File: src/hdl/ycb2bgr_pkg.sv
// ----------------------------------------------------------------------------
// ycb2bgr_pkg
// Shared types and fixed rational constants for the YCbCr 4:2:2 pair to BGR
// converter.
// ----------------------------------------------------------------------------
package ycb2bgr_pkg;

   typedef struct packed {
      logic [7:0] luma_first;
      logic [7:0] chroma_blue;
      logic [7:0] luma_second;
      logic [7:0] chroma_red;
   } req_word_type;

   typedef struct packed {
      logic [7:0] blue_first;
      logic [7:0] green_first;
      logic [7:0] red_first;
      logic [7:0] blue_second;
      logic [7:0] green_second;
      logic [7:0] red_second;
   } rsp_word_type;

   // bt.601 studio-range coefficients as exact rationals
   localparam longint K_Y_NUM  = 64'sd255;
   localparam longint K_Y_DEN  = 64'sd219;
   localparam longint K_RV_NUM = 64'sd178755;
   localparam longint K_RV_DEN = 64'sd112000;
   localparam longint K_GU_NUM = 64'sd25756020;
   localparam longint K_GU_DEN = 64'sd65744000;
   localparam longint K_GV_NUM = 64'sd53447745;
   localparam longint K_GV_DEN = 64'sd65744000;
   localparam longint K_BU_NUM = 64'sd225930;
   localparam longint K_BU_DEN = 64'sd112000;

   localparam logic [7:0] LUMA_OFFSET   = 8'd16;
   localparam logic [7:0] CHROMA_OFFSET = 8'd128;
   localparam logic [7:0] BYTE_MAX      = 8'd255;

endpackage

File: src/hdl/ycbcr422_pair_to_bgr_top.sv
// ----------------------------------------------------------------------------
// ycbcr422_pair_to_bgr_top
// Converts one packed YCbCr 4:2:2 pixel pair into two BGR pixels that share
// the chroma, using studio-range BT.601 equations in signed fixed point.
// ----------------------------------------------------------------------------
// Usage:
//   req channel: one word per pixel pair (Y0, Cb, Y1, Cr), taken at an edge
//   with req_valid high and req_stall low.
//   rsp channel: one word per accepted request with two clamped BGR pixels,
//   taken at an edge with rsp_valid high and rsp_stall low.
//   A request word lands in an input register, and the coefficient
//   multiplies, sums and clamps run between that register and the result
//   register. Throughput is one word per cycle while rsp_stall is low, set by
//   the single pass of multiply-add logic between the two registers.
//   A stalled result word holds; the input register still fills behind it,
//   and req_stall rises only when both registers are occupied.
//   Synchronous reset empties both registers; no words are in flight after.
//   COEF_FRAC_BITS sets the coefficient fraction bits (8 to 16).
// ----------------------------------------------------------------------------
module ycbcr422_pair_to_bgr_top
   import ycb2bgr_pkg::*;
#(
   parameter int COEF_FRAC_BITS = 12
) (
   input  logic         clock,
   input  logic         reset,
   input  logic         req_valid,
   output logic         req_stall,
   input  req_word_type req_data,
   output logic         rsp_valid,
   input  logic         rsp_stall,
   output rsp_word_type rsp_data
);

   localparam int SUM_W = COEF_FRAC_BITS + 12;
   localparam longint FX_ONE = longint'(1) << COEF_FRAC_BITS;

   localparam longint K_Y_L  = (K_Y_NUM  * FX_ONE + K_Y_DEN  / 2) / K_Y_DEN;
   localparam longint K_RV_L = (K_RV_NUM * FX_ONE + K_RV_DEN / 2) / K_RV_DEN;
   localparam longint K_GU_L = (K_GU_NUM * FX_ONE + K_GU_DEN / 2) / K_GU_DEN;
   localparam longint K_GV_L = (K_GV_NUM * FX_ONE + K_GV_DEN / 2) / K_GV_DEN;
   localparam longint K_BU_L = (K_BU_NUM * FX_ONE + K_BU_DEN / 2) / K_BU_DEN;

   localparam logic signed [SUM_W-1:0] K_Y  = SUM_W'(K_Y_L);
   localparam logic signed [SUM_W-1:0] K_RV = SUM_W'(K_RV_L);
   localparam logic signed [SUM_W-1:0] K_GU = SUM_W'(K_GU_L);
   localparam logic signed [SUM_W-1:0] K_GV = SUM_W'(K_GV_L);
   localparam logic signed [SUM_W-1:0] K_BU = SUM_W'(K_BU_L);

   logic         pipe_valid_ff;
   logic         pipe_valid_in;
   req_word_type pipe_data_ff;
   logic         rsp_valid_ff;
   logic         rsp_valid_in;
   rsp_word_type rsp_data_ff;
   rsp_word_type rsp_data_in;
   logic         adv_rsp;
   logic         adv_pipe;

   logic signed [SUM_W-1:0] y0_ext;
   logic signed [SUM_W-1:0] y1_ext;
   logic signed [SUM_W-1:0] pb_ext;
   logic signed [SUM_W-1:0] pr_ext;
   logic signed [SUM_W-1:0] ys0;
   logic signed [SUM_W-1:0] ys1;
   logic signed [SUM_W-1:0] b_term;
   logic signed [SUM_W-1:0] gu_term;
   logic signed [SUM_W-1:0] gv_term;
   logic signed [SUM_W-1:0] r_term;

   function automatic logic [7:0] clamp_byte(input logic signed [SUM_W-1:0] sum);
      logic [SUM_W-1:0] whole;
      logic [7:0]       res;
      whole = SUM_W'($unsigned(sum) >> COEF_FRAC_BITS);
      if (sum < 0) begin
         res = 8'd0;
      end else if (whole > SUM_W'(BYTE_MAX)) begin
         res = BYTE_MAX;
      end else begin
         res = whole[7:0];
      end
      return res;
   endfunction

   // handshake
   assign adv_rsp   = !rsp_valid_ff || !rsp_stall;
   assign adv_pipe  = !pipe_valid_ff || adv_rsp;
   assign req_stall = !adv_pipe;

   always_comb begin
      pipe_valid_in = pipe_valid_ff;
      rsp_valid_in  = rsp_valid_ff;
      if (adv_pipe) begin
         pipe_valid_in = req_valid;
      end
      if (adv_rsp) begin
         rsp_valid_in = pipe_valid_ff;
      end
   end

   always_ff @(posedge clock) begin
      if (reset) begin
         pipe_valid_ff <= 1'b0;
         rsp_valid_ff  <= 1'b0;
      end else begin
         pipe_valid_ff <= pipe_valid_in;
         rsp_valid_ff  <= rsp_valid_in;
      end
   end

   always_ff @(posedge clock) begin
      if (adv_pipe && req_valid) begin
         pipe_data_ff <= req_data;
      end
      if (adv_rsp && pipe_valid_ff) begin
         rsp_data_ff <= rsp_data_in;
      end
   end

   // offset removal
   assign y0_ext = $signed(SUM_W'(pipe_data_ff.luma_first))  - $signed(SUM_W'(LUMA_OFFSET));
   assign y1_ext = $signed(SUM_W'(pipe_data_ff.luma_second)) - $signed(SUM_W'(LUMA_OFFSET));
   assign pb_ext = $signed(SUM_W'(pipe_data_ff.chroma_blue)) - $signed(SUM_W'(CHROMA_OFFSET));
   assign pr_ext = $signed(SUM_W'(pipe_data_ff.chroma_red))  - $signed(SUM_W'(CHROMA_OFFSET));

   // coefficient products
   assign ys0     = K_Y  * y0_ext;
   assign ys1     = K_Y  * y1_ext;
   assign b_term  = K_BU * pb_ext;
   assign gu_term = K_GU * pb_ext;
   assign gv_term = K_GV * pr_ext;
   assign r_term  = K_RV * pr_ext;

   always_comb begin
      rsp_data_in.blue_first   = clamp_byte(ys0 + b_term);
      rsp_data_in.green_first  = clamp_byte(ys0 - gu_term - gv_term);
      rsp_data_in.red_first    = clamp_byte(ys0 + r_term);
      rsp_data_in.blue_second  = clamp_byte(ys1 + b_term);
      rsp_data_in.green_second = clamp_byte(ys1 - gu_term - gv_term);
      rsp_data_in.red_second   = clamp_byte(ys1 + r_term);
   end

   assign rsp_valid = rsp_valid_ff;
   assign rsp_data  = rsp_data_ff;

   // assertions
   a_stall_only_when_full: assert property (@(posedge clock) disable iff (reset)
      req_stall |-> (pipe_valid_ff && rsp_valid_ff))
      else $error("req_stall with a free register");

   a_word_moves_forward: assert property (@(posedge clock) disable iff (reset)
      (pipe_valid_ff && adv_rsp) |=> rsp_valid_ff)
      else $error("word lost between input and result register");

   a_rsp_rise_has_source: assert property (@(posedge clock) disable iff (reset)
      $rose(rsp_valid_ff) |-> $past(pipe_valid_ff))
      else $error("result word appeared without an input word");

   a_reset_empties: assert property (@(posedge clock)
      reset |=> (!rsp_valid_ff && !pipe_valid_ff))
      else $error("registers not empty after reset");

endmodule

File: config.mk
export PLATFORM = sky130hd
export DESIGN_NAME = ycbcr422_pair_to_bgr_top
export DESIGN_NICKNAME = d
export VERILOG_FILES = /design/src/hdl/ycb2bgr_pkg.sv /design/src/hdl/ycbcr422_pair_to_bgr_top.sv
export SDC_FILE = /design/constraint.sdc
export NUM_CORES = 1
export LEC_CHECK = 0
export BUFFER_PORTS_ARGS = -buffer_cell sky130_fd_sc_hd__buf_2
export CELL_PAD_IN_SITES_DETAIL_PLACEMENT = 0
export CELL_PAD_IN_SITES_GLOBAL_PLACEMENT = 2
export CORE_UTILIZATION = 45
export DETAILED_ROUTE_END_ITERATION = 16
export GPL_TIMING_DRIVEN = 0
export PLACE_DENSITY_LB_ADDON = 0.1
export SETUP_SLACK_MARGIN = 0.15
export SLEW_MARGIN = 20
export SYNTH_ARGS = -nofsm -noshare
export SYNTH_HDL_FRONTEND = slang
export SYNTH_SLANG_ARGS = --single-unit
File: constraint.sdc
create_clock -name clock -period 14.2 [get_ports clock]
set_input_delay 1.42 -clock clock [delete_from_list [all_inputs] [get_ports clock]]
set_output_delay 1.42 -clock clock [all_outputs]
set_load 0.02 [all_outputs]
==> impl_metrics.tcl, run 1 <==
set metrics [dict create \
    wire_per_inst_microns 17.9 \
    cap_violations 0 \
    avgSynthCellArea_sq_um 9.35 \
    crit_fanout 8 \
    viasPerCell 5.28 \
    cp_common_cell "inv_1" \
    rsz0062_at_grt "false" \
    setup_viol 0 \
    drt.antenna.violating_nets 0 \
    ff_latch_area_sq_um 2440 \
    dpl_cell_area_sq_um 18700 \
    core_area_sq_um 37900 \
    clkSlewWorstSetupHoldPaths_ns 0.08 \
    synthArstFlopShare 0 \
    start_kind "flop" \
    clkLatencyLatePin_ns 0.39 \
    hold_buffers 0 \
    yosysSeqAreaShare 0.140 \
    grt_pass1_vias 12800 \
    critPathKind "flop to flop" \
    grt_usage 0.237 \
    dp_cells 2470 \
    syn-num-nets 2510 \
    synth-seq-cells 82 \
    synth_flop_cell "edfxtp_1" \
    hold_viol_final 0 \
    grt_overflow 0 \
    run_status "finished clean" \
    htreeDepth 3 \
    synthCells 1871 \
    synth_top_cell_by_area "ha_1" \
    via_count 13100 \
    hold_class "flop to flop" \
    cpPeakStageDelay_ns 0.74 \
    wirelength_microns 44400 \
    cts_root_buf "clkbuf_16" \
    fillers 3587 \
    die_y_microns 199 \
    antenna_found_initial 1 \
    max_freq_mhz 113 \
    crit_arrival_ns 8.97 \
    place_congestion 0.875 \
    dp_hpwl_microns 38500 \
    yosysWarnings 0 \
    nets 2609 \
    grt_max_degree 29 \
    cts_resized 0 \
    dieArea_sq_um 39700 \
    cts_tree "built" \
    tns_ns 0 \
    skew_ns 0.0333 \
    start_util 0.461 \
    required_ns 14.32 \
    initialDrtViolationCount 548 \
    areaGrowthSynthToFinish_pct 8.35 \
    die_w_microns 199 \
    cts_buffers 9 \
    multi_input_area_sq_um 13700 \
    num_rows 71 \
    synth_enable_flop_cells 80 \
    io_buffers 85 \
    netlist_area_sq_um 17500 \
    firstDrtPassIters 5 \
    grt_pass1_wl_microns 70800 \
    clockBufferDepth 2 \
    max-slew-margin-rel 0.194 \
    period_needed_ns 8.85 \
    synth_top_area_frac 0.344 \
    n_antenna_cell 0 \
    ys_types 67 \
    fin_crit_sh 0.623 \
    endpoint_kind "flop" \
    drv_slew 0 \
    crit_buf_inv 7 \
    fin_area_sq_um 19000 \
    floorplan.io_pins 86 \
    crit_family "adder cells" \
    yosys-top-cells-area "ha_1 (34%), fa_1 (14%), edfxtp_1 (14%)" \
    drc 0 \
    drive_gt1_frac 0.0689 \
    cpMaxStageDelayCell "xnor2_1" \
    tightest_slew_ns 1.20 \
    clock-sinks 82 \
    stdcell_count 2486 \
    post-cts-setup-buffers 0 \
]
[through the flow]
| step | setup WS [ns] | util | hold slack, ns |
|---|---|---|---|
| global route | 4.76 | 0.500 | 0.554 |
| detailed placement | 5.27 | 0.492 | 0.484 |
| finish | 5.35 | 0.500 | 0.494 |
| global placement | 5.29 | 0.489 | 0.464 |
| floorplan | 7.06 | - | 0.444 |
| CTS | 5.25 | 0.500 | 0.502 |
[final timing paths]
kind                    start          end  slack [ns]  cells past startpoint
max          pipe_data_ff[12]  rsp_data[8]        5.35                     30
min             pipe_valid_ff    rsp_valid        0.49                      2
max reg2reg  pipe_data_ff[12]  rsp_data[8]        5.35                     30
min reg2reg     pipe_valid_ff    rsp_valid        0.49                      2
[kinds of logic (layout without fill, tap and decap cells)]
| kind of cell | count (synthesis) | in the layout | synth area share |
|---|---|---|---|
| compound gates | 373 | 373 | 0.141 |
| xor+xnor | 126 | 126 | 0.0640 |
| fa+ha+maj | 603 | 603 | 0.484 |
| buf+inv | 357 | 461 | 0.0770 |
| flops | 82 | 82 | 0.140 |
| mux | 2 | 2 | 0.00114 |
| simple gates | 328 | 328 | 0.0933 |
[metal layers]
metal	share of wire	routed length (microns)	vias up	GRT usage
li1	-	-	6723	-
met2	0.44	19600	196	0.383
met5	0	0	-	0
met3	0.026	1150	39	0.0219
met4	0.017	768	0	0.0595
met1	0.52	22900	6159	0.338
[area by class of cell]
type,instances,share of cell area
clock inverter,7,0.00363
buffer,1,0.000594
timing repair buffer,88,0.0264
inverter,356,0.0705
sequential,82,0.129
clock buffer,9,0.0119
tap,511,0.0337
multi-input combinational,1432,0.724
[cell usage in the layout (no fill, tap or decap), drive strengths merged, types with 8 or more instances in the layout]
cell / count
nand4: 9
buf: 89
o21bai: 13
o31ai: 10
xor2: 44
nor3: 36
ha: 481
xnor2: 81
o211ai: 17
nor2: 101
nor2b: 18
clkbuf: 9
and2: 8
a31oi: 14
edfxtp: 80
a21oi: 107
or2: 9
nand2: 53
nand2b: 13
nand3: 28
o21ai: 58
o21a: 29
inv: 357
a211oi: 27
and3: 20
fa: 122
a21o: 43
or3: 13
[registers in the layout, indices dropped and copies added (netlist names)]
signal	cells
rsp_data	48
pipe_data_ff	32
pipe_valid_ff	1
rsp_valid	1
[cell usage after synthesis, types with 28 or more instances]
cell / number
edfxtp_1: 80
nor3_1: 35
fa_1: 122
inv_1: 356
o21ai_0: 56
o21a_1: 29
a21oi_1: 105
a21o_1: 43
ha_1: 481
nor2_1: 101
nand3_1: 28
nand2_1: 53
xnor2_1: 81
xor2_1: 44
[worst min-delay path, stage by stage, from the launching register on]
cell and delay, ns:
dfxtp_1 0.34, a21oi_1 0.05, nor2_1 0.07
Power of run 1 is left out: the tool's default activity adds up to more than one toggle a clock period on the data nets, which glitch-free logic cannot reach.
==> inputs of run 2 (changes only) <==
- ABC_AREA: default -> 1
- CORE_UTILIZATION: 45 -> 37
- clock period: 14.2 -> 9.2 ns (I/O delays scaled with it)
==> impl_metrics.tcl, run 2 <==
set metrics [dict create \
    run_status "finished clean" \
    clock-sinks 82 \
    crit_buf_inv 6 \
    syn-num-nets 3920 \
    synthCells 3281 \
    areaGrowthSynthToFinish_pct 8.44 \
    cpMaxStageDelayCell "xor2_2" \
    fin_util 0.409 \
    cpPeakStageDelay_ns 0.76 \
    place_congestion 0.907 \
    fillers 6430 \
    clkLatencyLatePin_ns 0.39 \
    core_area_sq_um 59400 \
    initialDrtViolationCount 992 \
    crit_fanout 8 \
    holdPathStages 2 \
    final_cell_mix "nand2_1 (874), inv_1 (757), ha_1 (481), nor2_1 (246), nand3_1 (172)" \
    die_y_microns 248 \
    grtUsageMet3 0.0321 \
    drive_gt1_frac 0.0520 \
    dieArea_sq_um 61400 \
    multi_input_area_sq_um 17100 \
    synth_top_cell_by_area "ha_1" \
    r2r_cells 34 \
    htreeDepth 3 \
    viasPerCell 4.88 \
    drc 0 \
    synth_enable_flop_cells 80 \
    synth-seq-cells 82 \
    required_ns 9.34 \
    synth_top_area_frac 0.269 \
    ys_types 42 \
    hold_viol_final 0 \
    synth_flop_cell "edfxtp_1" \
    dp_hpwl_microns 64900 \
    avgSynthCellArea_sq_um 6.82 \
    grt_pass1_vias 19800 \
    num_rows 89 \
    grt_use_met2 0.422 \
    start_kind "flop" \
    globalRouteMet1Util 0.311 \
    clockBufferDepth 2 \
    yosysWarnings 0 \
    setup_viol 0 \
    crit_arrival_ns 8.43 \
    io_buffers 85 \
    firstDrtPassIters 5 \
    clkSlewWorstSetupHoldPaths_ns 0.08 \
    wirelength_microns 73000 \
    cts_root_buf "clkbuf_16" \
    max_freq_mhz 121 \
    grt_usage 0.243 \
    nets 4019 \
    hold_class "flop to flop" \
    grt_overflow 0 \
    r2r-end "rsp_data[34]" \
    cp_common_cell "nand2_1" \
    max-slew-margin-rel 0.263 \
    largest_reg_flops 48 \
    ff_latch_area_sq_um 2440 \
    grt_max_degree 29 \
    busiest_layer "met2" \
    wire_per_inst_microns 17.6 \
    netlist_area_sq_um 22400 \
    start_util 0.377 \
    yosys-top-cells-area "ha_1 (27%), nand2_1 (15%), inv_1 (13%)" \
    cts_buffers 9 \
    endpoint_kind "flop" \
    antenna_found_initial 7 \
    grt_pass1_wl_microns 112000 \
    critPathKind "flop to flop" \
    tns_ns 0 \
    crit_family "adder cells" \
    yosysMostFrequentCell "nand2_1" \
    skew_ns 0.0136 \
    cts_tree "built" \
    synthArstFlopShare 0 \
    cap_violations 0 \
    via_count 20300 \
    regToRegSetupSlack_ns 0.91 \
    hold_path_startpoint "pipe_valid_ff" \
    yosysSeqAreaShare 0.109 \
    die_w_microns 248 \
    period_needed_ns 8.29 \
    r2r-start "pipe_data_ff[28]" \
    hold_path_end "rsp_valid" \
    drv_slew 0 \
    rsz0062_at_grt "false" \
    drt.antenna.violating_nets 0 \
    synthTopCellsByCount "nand2_1 (874), inv_1 (758), ha_1 (481)" \
    fin_crit_sh 0.901 \
    tightest_slew_ns 1.10 \
    floorplan.io_pins 86 \
    final_common_cell "nand2_1" \
]
==> run 2: timing repair <==
action,CTS,global route
setup endpoints to repair,0,8
resized for setup,0,1
setup buffers,0,0
hold buffers,0,0
==> run 2: through the flow <==
step	setup WS [ns]	hold slack (ns)	instances	instance area, sq um
after floorplan	2.61	0.450	3281	22400
after global placement	0.584	0.454	4139	23800
after detailed placement	0.670	0.516	4142	23900
after CTS	0.639	0.526	4156	24200
after global routing	0.355	0.545	4156	24300
final	0.911	0.531	4157	24300
==> run 2: cell families (layout without fill, tap and decap cells) <==
| kind of cell | count (synthesis) | count (layout) | share of synthesized area |
|---|---|---|---|
| xor gates and xnor gates | 107 | 107 | 0.0419 |
| DFF | 82 | 82 | 0.109 |
| adders and majority gates | 603 | 603 | 0.378 |
| other | 0 | 1 | 0 |
| and+or+nand+nor | 1442 | 1442 | 0.272 |
| AOI/OAI and AO/OA | 284 | 284 | 0.0709 |
| buffers and inverters | 763 | 865 | 0.128 |
==> run 2: worst max path at each step <==
stage	from	end	slack, ns	depth (start not counted)
4_1_cts	pipe_data_ff[12]	rsp_data[9]	0.64	33
2_1_floorplan	pipe_data_ff[12]	rsp_data[10]	2.61	33
3_3_place_gp	pipe_data_ff[28]	rsp_data[37]	0.58	34
6_report	pipe_data_ff[28]	rsp_data[34]	0.91	34
5_1_grt	pipe_data_ff[12]	rsp_data[13]	0.36	32
3_5_place_dp	pipe_data_ff[12]	rsp_data[9]	0.67	33
==> run 2: routing by layer <==
metal / vias to the layer above / routed length (microns)
met1: 9307 / 33400
met4: 6 / 1750
met5: - / 47
met3: 70 / 2860
li1: 10500 / -
met2: 359 / 34900
==> run 2: area by class of cell <==
cell class	count	area share
inverter	763	0.118
antenna	1	0.000103
multi-input combinational	2436	0.706
timing repair buffer	88	0.0206
sequential	82	0.101
tap	773	0.0399
clock buffer	9	0.00929
clock inverter	5	0.00531
==> run 2: worst register-to-register path: cells and delay by family, from the launching register on <==
kind / cells / cell delay, ns
xor gates and xnor gates: 2 / 1.15
AOI/OAI and AO/OA: 2 / 0.47
adders and majority gates: 9 / 3.66
and+or+nand+nor: 15 / 1.53
buffers and inverters: 6 / 0.65
DFF: 1 / 0.59
Power of run 2 is left out for the same reason.
==> inputs of run 3 (changes only) <==
- BUFFER_PORTS_ARGS: -buffer_cell sky130_fd_sc_hd__buf_2 -> default
- CORE_UTILIZATION: 37 -> 38
- DONT_BUFFER_PORTS: default -> 1
==> impl_metrics.tcl, run 3 (same netlist as run 2, synthesis figures left out) <==
set metrics [dict create \
    run_status "finished clean" \
    stdcell_count 4064 \
    dieArea_sq_um 59800 \
    regToRegSetupSlack_ns 0.92 \
    largest_reg_flops 48 \
    drc 0 \
    max-slew-margin-rel 0.233 \
    num_rows 88 \
    fin_crit_sh 0.900 \
    grt_max_degree 21 \
    htreeDepth 3 \
    cts_root_buf "clkbuf_16" \
    drv_slew 0 \
    final_common_cell "nand2_1" \
    floorplan.io_pins 86 \
    hold_class "flop to flop" \
    wire_per_inst_microns 17.9 \
    holdPathStages 2 \
    grt_overflow 0 \
    fin_area_sq_um 23800 \
    cts_resized 0 \
    crit_fanout 8 \
    place_congestion 0.913 \
    cpMaxStageDelayCell "xor2_1" \
    grt_usage 0.248 \
    tns_ns 0 \
    dpl_cell_area_sq_um 23500 \
    drt.antenna.violating_nets 0 \
    post-cts-setup-buffers 0 \
    wirelength_microns 72700 \
    core_area_sq_um 57900 \
    final_cell_mix "nand2_1 (874), inv_1 (757), ha_1 (481), nor2_1 (246), nand3_1 (172)" \
    cp_common_cell "inv_1" \
    skew_ns 0.0154 \
    tightest_slew_ns 1.14 \
    crit_arrival_ns 8.43 \
    cts_tree "built" \
    crit_family "adder cells" \
    firstDrtPassIters 5 \
    clockBufferDepth 2 \
    rsz0062_at_grt "false" \
    clock-sinks 82 \
    hold_viol_final 0 \
    grt_pass1_vias 19600 \
    grt_pass1_wl_microns 112000 \
    clkLatencyLatePin_ns 0.39 \
    cts_buffers 9 \
    dp_hpwl_microns 64700 \
    die_w_microns 245 \
    areaGrowthSynthToFinish_pct 6.39 \
    initialDrtViolationCount 963 \
    endpoint_kind "flop" \
    r2r_cells 32 \
    antenna_found_initial 5 \
    required_ns 9.35 \
    start_util 0.386 \
    viasPerCell 4.88 \
    nets 3934 \
    die_y_microns 245 \
    cap_violations 0 \
    crit_buf_inv 7 \
    dp_cells 4049 \
    period_needed_ns 8.28 \
    hold_path_startpoint "pipe_valid_ff" \
    clkSlewWorstSetupHoldPaths_ns 0.07 \
    max_freq_mhz 121 \
    hold_buffers 0 \
    io_buffers 0 \
    drive_gt1_frac 0.0276 \
    r2r-end "rsp_data[10]" \
    cpPeakStageDelay_ns 0.78 \
    hold_path_end "rsp_valid" \
    critPathKind "flop to flop" \
    start_kind "flop" \
    r2r-start "pipe_data_ff[12]" \
    via_count 19800 \
    n_antenna_cell 0 \
    setup_viol 0 \
]
[run 3: changes by cell type in the layout (fill, tap and decap cells not counted)]
cell	change
bufinv_16	-1
clkbuf_1	+1
buf_2	-85
diode_2	-1
clkinv_2	+1
[run 3: worst register-to-register path: cells and delay by family (launching register included)]
| kind | cells | cell delay [ns] |
|---|---|---|
| buffers and inverters | 7 | 1.03 |
| XOR/XNOR | 2 | 1.11 |
| AND/OR/NAND/NOR | 10 | 1.16 |
| AO/OA/AOI/OAI | 4 | 0.71 |
| adder cells (fa/ha/maj) | 9 | 3.62 |
| flip-flops | 1 | 0.43 |
[run 3: layer usage]
metal,up-vias,track usage,part of all wire
met5,-,0,0
met3,63,0.0204,0.026
met2,293,0.434,0.48
met4,0,0.0631,0.021
met1,9101,0.325,0.47
li1,10400,-,-
[run 3: area by class of cell]
type | instances | area [sq um]
fill | 6302 | 34100
multi-input combinational | 2436 | 17100
inverter | 763 | 2860
sequential | 82 | 2440
tap | 765 | 957
clock buffer | 10 | 229
clock inverter | 5 | 104
timing repair buffer | 3 | 75.1
[run 3: how the worst max path moves through the flow]
stage                                start      endpoint  slack, ns  depth (start not counted)
after floorplan           pipe_data_ff[12]  rsp_data[10]       2.61                         33
after global placement    pipe_data_ff[28]  rsp_data[37]       0.61                         33
after detailed placement  pipe_data_ff[12]  rsp_data[10]       0.63                         33
after CTS                 pipe_data_ff[12]  rsp_data[10]       0.61                         33
after global routing      pipe_data_ff[12]   rsp_data[8]       0.33                         34
final                     pipe_data_ff[12]  rsp_data[10]       0.92                         32
[run 3: stage by stage]
step	util	worst slack, ns	hold WS [ns]
after floorplan	-	2.61	0.450
after detailed placement	0.405	0.629	0.537
after CTS	0.411	0.612	0.548
final	0.411	0.923	0.546
after global routing	0.411	0.331	0.579
after global placement	0.403	0.606	0.458
Power of run 3 is left out for the same reason.
